File: src/sv/hhq_cdiv.sv
// Floor division of an unsigned word by a constant, three registered stages:
// reciprocal estimate, back-multiply, one correction step.
module hhq_cdiv #(
  parameter int     W  = 18,
  parameter int     QW = 8,
  parameter int     RW = 11,
  parameter longint D  = 1280
) (
  input  logic          clk,
  input  logic [W-1:0]  a,
  output logic [QW-1:0] q,
  output logic [RW-1:0] r
);

  localparam longint     M   = (longint'(1) << W) / D;
  localparam int         MW  = $clog2(M + 1);
  localparam int         EW  = W + MW;
  localparam int         BW  = QW + RW;
  localparam logic [W-1:0] DV = W'(D);

  logic [EW-1:0] est;
  logic [W-1:0]  a1, a2, prod, rem;
  logic [QW-1:0] q0, q1;

  // estimate is exact or one low
  assign est = EW'(a) * EW'(M);
  assign rem = a2 - prod;

  always_ff @(posedge clk) begin
    a1   <= a;
    q0   <= QW'(est >> W);
    a2   <= a1;
    q1   <= q0;
    prod <= W'(BW'(q0) * BW'(D));
    if (rem >= DV) begin
      q <= q1 + QW'(1);
      r <= RW'(rem - DV);
    end else begin
      q <= q1;
      r <= RW'(rem);
    end
  end

endmodule

File: config.mk
export PLATFORM = sky130hd
export DESIGN_NAME = hhq_cdiv
export DESIGN_NICKNAME = d
export VERILOG_FILES = /design/src/sv/hhq_cdiv.sv
export SDC_FILE = /design/constraint.sdc
export NUM_CORES = 1
export LEC_CHECK = 0
export BUFFER_PORTS_ARGS = -buffer_cell sky130_fd_sc_hd__buf_4
export CORE_MARGIN = 2
export CORE_UTILIZATION = 38
export CTS_BUF_LIST = sky130_fd_sc_hd__clkbuf_8
export DETAILED_ROUTE_END_ITERATION = 6
export PLACE_DENSITY = 0.57
export SETUP_SLACK_MARGIN = 0.5
export SKIP_CTS_REPAIR_TIMING = 1
export SYNTH_ARGS = -nofsm -noshare
export SYNTH_HDL_FRONTEND = slang
export SYNTH_SLANG_ARGS = --single-unit
File: constraint.sdc
create_clock -name clk -period 3.5 [get_ports clk]
set_input_delay 0.35 -clock clk [delete_from_list [all_inputs] [get_ports clk]]
set_output_delay 0.35 -clock clk [all_outputs]
set_load 0.1 [all_outputs]
==> results.tsv <==
stage	metric	value	unit
run_status	status	completed	
power	pwr-share-clk	0.159	
power	swShare	0.434	
synthesis	yosys_warnings	0	
clocking	cts_inserted_buffers	9	
final_layout	fin_cells	603	
clocking	clk_pin_slew_worst_paths	0.08	ns
routing	first_pass_iters	4	
final_layout	stdcell_area	0.00535	sq mm
floorplan	ioPinCount	38	
floorplan	core.rowCount	38	
final_layout	final_cell_mix	dfxtp_1 (77), inv_1 (72), ha_1 (56)	
clocking	clockBufferDepth	2	
worst_hold_path	hp-start	a[11]	
clocking	cts-htree-levels	3	
routing	antenna_left	0	
routing	vias	2771	
placed_design	dpl.hpwl	6.66	mm
setup_path	worst_ep_required_time	3.73	ns
sta	fin_setup_tns	0	ns
sta	period_needed	3.02	ns
synthesis	synthArstFlopShare	0	
sta	max_freq	331	MHz
synthesis	synth_edf_count	0	
floorplan	die-area	0.0123	sq mm
power	p_per_area	864	mW/mm^2
sta	fin_skew	0.00732	ns
sta	worst_slew_margin_rel	0.628	
synthesis	synth-compound-area-share	0.0888	
routing	wl	8.03	mm
synthesis	synth_cells	404	
final_layout	final_util	0.487	
synthesis	synth_ff_type	dfxtp_1	
setup_path	worstReg2RegStart	a2[8]	
synthesis	synth_mux_area_frac	0	
worst_hold_path	hold_class	input port to flip-flop	
setup_path	crit_type	input port to flip-flop	
synthesis	ys_types	43	
power	pwr-share-seq	0.274	
sta	min_period_over_period	0.863	
sta	hold_viol_final	0	
power	switchingPower	2.00	mW
synthesis	ys_ff_latch	79	
setup_path	crit_start	a[10]	
global_routing	grt_max_degree	14	
power	pwr-share-comb	0.567	
synthesis	synth_area_per_cell	10.7	sq um
floorplan	die_y	111	microns
setup_path	endpoint_kind	flip-flop	
global_routing	antenna_found_initial	0	
sta	worstMarginPinSlew	0.552	ns
placed_design	port_buffers	37	
setup_path	arrival	3.25	ns
placed_design	place_congestion	0.798	
routing	drtIter0Drc	44	
setup_path	start_kind	input port	
placed_design	place_area	0.00498	sq mm
clocking	clock_latency	0.34	ns
clocking	cts_tree	yes	
synthesis	synth_top_family_by_area	adder cells	
synthesis	syn_area	0.00433	sq mm
routing	via_per_inst	4.60	
final_layout	layout_commonest_cell	dfxtp_1	
final_layout	fillers	1025	
global_routing	globalRouteOverflowTotal	0	
floorplan	start_util	0.394	
sta	setup_viol	0	
floorplan	coreArea	0.0110	sq mm
final_layout	drive_gt1_frac	0.257	
final_layout	final_nets	579	
power	intPower	2.61	mW
global_routing	grt_pass1_vias	2869	
floorplan	die_x	111	microns
clocking	cts_sinks	79	
synthesis	syn-num-nets	525	
synthesis	ys_seq_area_frac	0.366	
global_routing	grtUsageTotal	0.137	
synthesis	yosys.area_share.simple	0.0726	
power	vdd_drop_max	0.697	mV
job	drv_cap	0	
placed_design	dp.cells	583	
sta	drv_slew	0	
synthesis	synth_xor_area_frac	0.0506	
sta	rsz0062_at_grt	true	
routing	drc	0	
global_routing	grt_pass1_wl	13.6	mm
routing	wl_per_cell	13.3	microns
synthesis	synth_adder_area_share	0.345	
final_layout	area_growth_syn_to_layout	23.6	%
clocking	root_buffer	clkbuf_8	
setup_path	crit_fanout	3	
power	p_leak	2.55	nW
sta	hold_ws	0.134	ns
final_layout	num_antenna_cells	0	
==> synth_stat cells (2+ instances only) <==
cell type / number / share of area
a211o_1: 2 / 0.0040
a211oi_1: 2 / 0.0035
a21o_1: 3 / 0.0052
a21oi_1: 21 / 0.024
a2bb2oi_2: 2 / 0.0069
and3_1: 2 / 0.0029
dfxtp_1: 79 / 0.37
fa_1: 29 / 0.13
ha_1: 73 / 0.21
inv_1: 86 / 0.075
nand2_1: 11 / 0.0095
nand3_1: 2 / 0.0023
nand3_2: 2 / 0.0046
nand4_1: 5 / 0.0072
nor2_1: 13 / 0.011
nor2b_1: 4 / 0.0058
nor3_1: 4 / 0.0046
o211ai_1: 3 / 0.0052
o21a_1: 3 / 0.0052
o21ai_0: 9 / 0.010
o21bai_1: 2 / 0.0035
o221ai_1: 2 / 0.0040
or3_1: 2 / 0.0029
xnor2_1: 17 / 0.034
xor2_1: 8 / 0.016
==> critical path, stage by stage <==
cell	delay, ns
buf_4	0.13
ha_4	0.28
inv_2	0.04
fa_1	0.49
fa_1	0.51
inv_2	0.05
ha_4	0.23
a21oi_4	0.17
o21ai_4	0.08
a211oi_2	0.22
o32ai_2	0.13
o31ai_2	0.26
a21oi_1	0.12
xor2_1	0.17
==> final cells by class <==
cell class	instances	area (sq um)	area share
clock buffer	10	138	0.0257
inverter	86	323	0.0604
clock inverter	6	83.8	0.0157
tap	140	175	0.0328
multi-input combinational	239	2720	0.508
timing repair buffer	43	327	0.0611
sequential	79	1580	0.296
==> flip-flops by register name (all words and copies together), names as in the netlist <==
register / cells
a2: 18
q1: 8
r: 11
prod: 8
a1: 18
q: 8
q0: 8
==> through the flow <==
stage | total power [mW] | setup WS, ns
after floorplan | 3.27 | 0.414
after global placement | 3.76 | 0.0509
after detailed placement | 3.79 | 0.0231
after CTS | 4.55 | 0.389
after global routing | 5.00 | 0.365
final | 4.62 | 0.481
==> cell families after synthesis <==
kind of cell,count (synthesis)
xor+xnor,25
simple gates,54
flops,79
compound gates,57
fa+ha+maj,102
buf+inv,87
==> worst paths after layout <==
check / end / slack (ns) / cells past startpoint
setup / recovery: q0[7] / 0.48 / 14
setup reg to reg: q[4] / 0.70 / 13
hold / removal: a1[11] / 0.13 / 1
hold reg to reg: a2[1] / 0.33 / 0
==> routing by layer <==
metal  wire length (microns)  vias to the layer above  track usage
li1                        -                     1435            -
met1                    3750                     1299        0.177
met2                    4000                       30        0.231
met3                     154                        7       0.0235
met4                     125                        0       0.0508
met5                       0                        -            0
==> power by group through the flow <==
stage                     logic [mW]  registers (mW)  clock network, mW
after floorplan                 1.52            1.76                  0
after global placement          2.47            1.28                  0
after detailed placement        2.51            1.29                  0
after CTS                       2.52            1.27              0.758
after global routing            2.91            1.30              0.793
final                           2.62            1.27              0.734
Power figures use the tool's default switching activity.
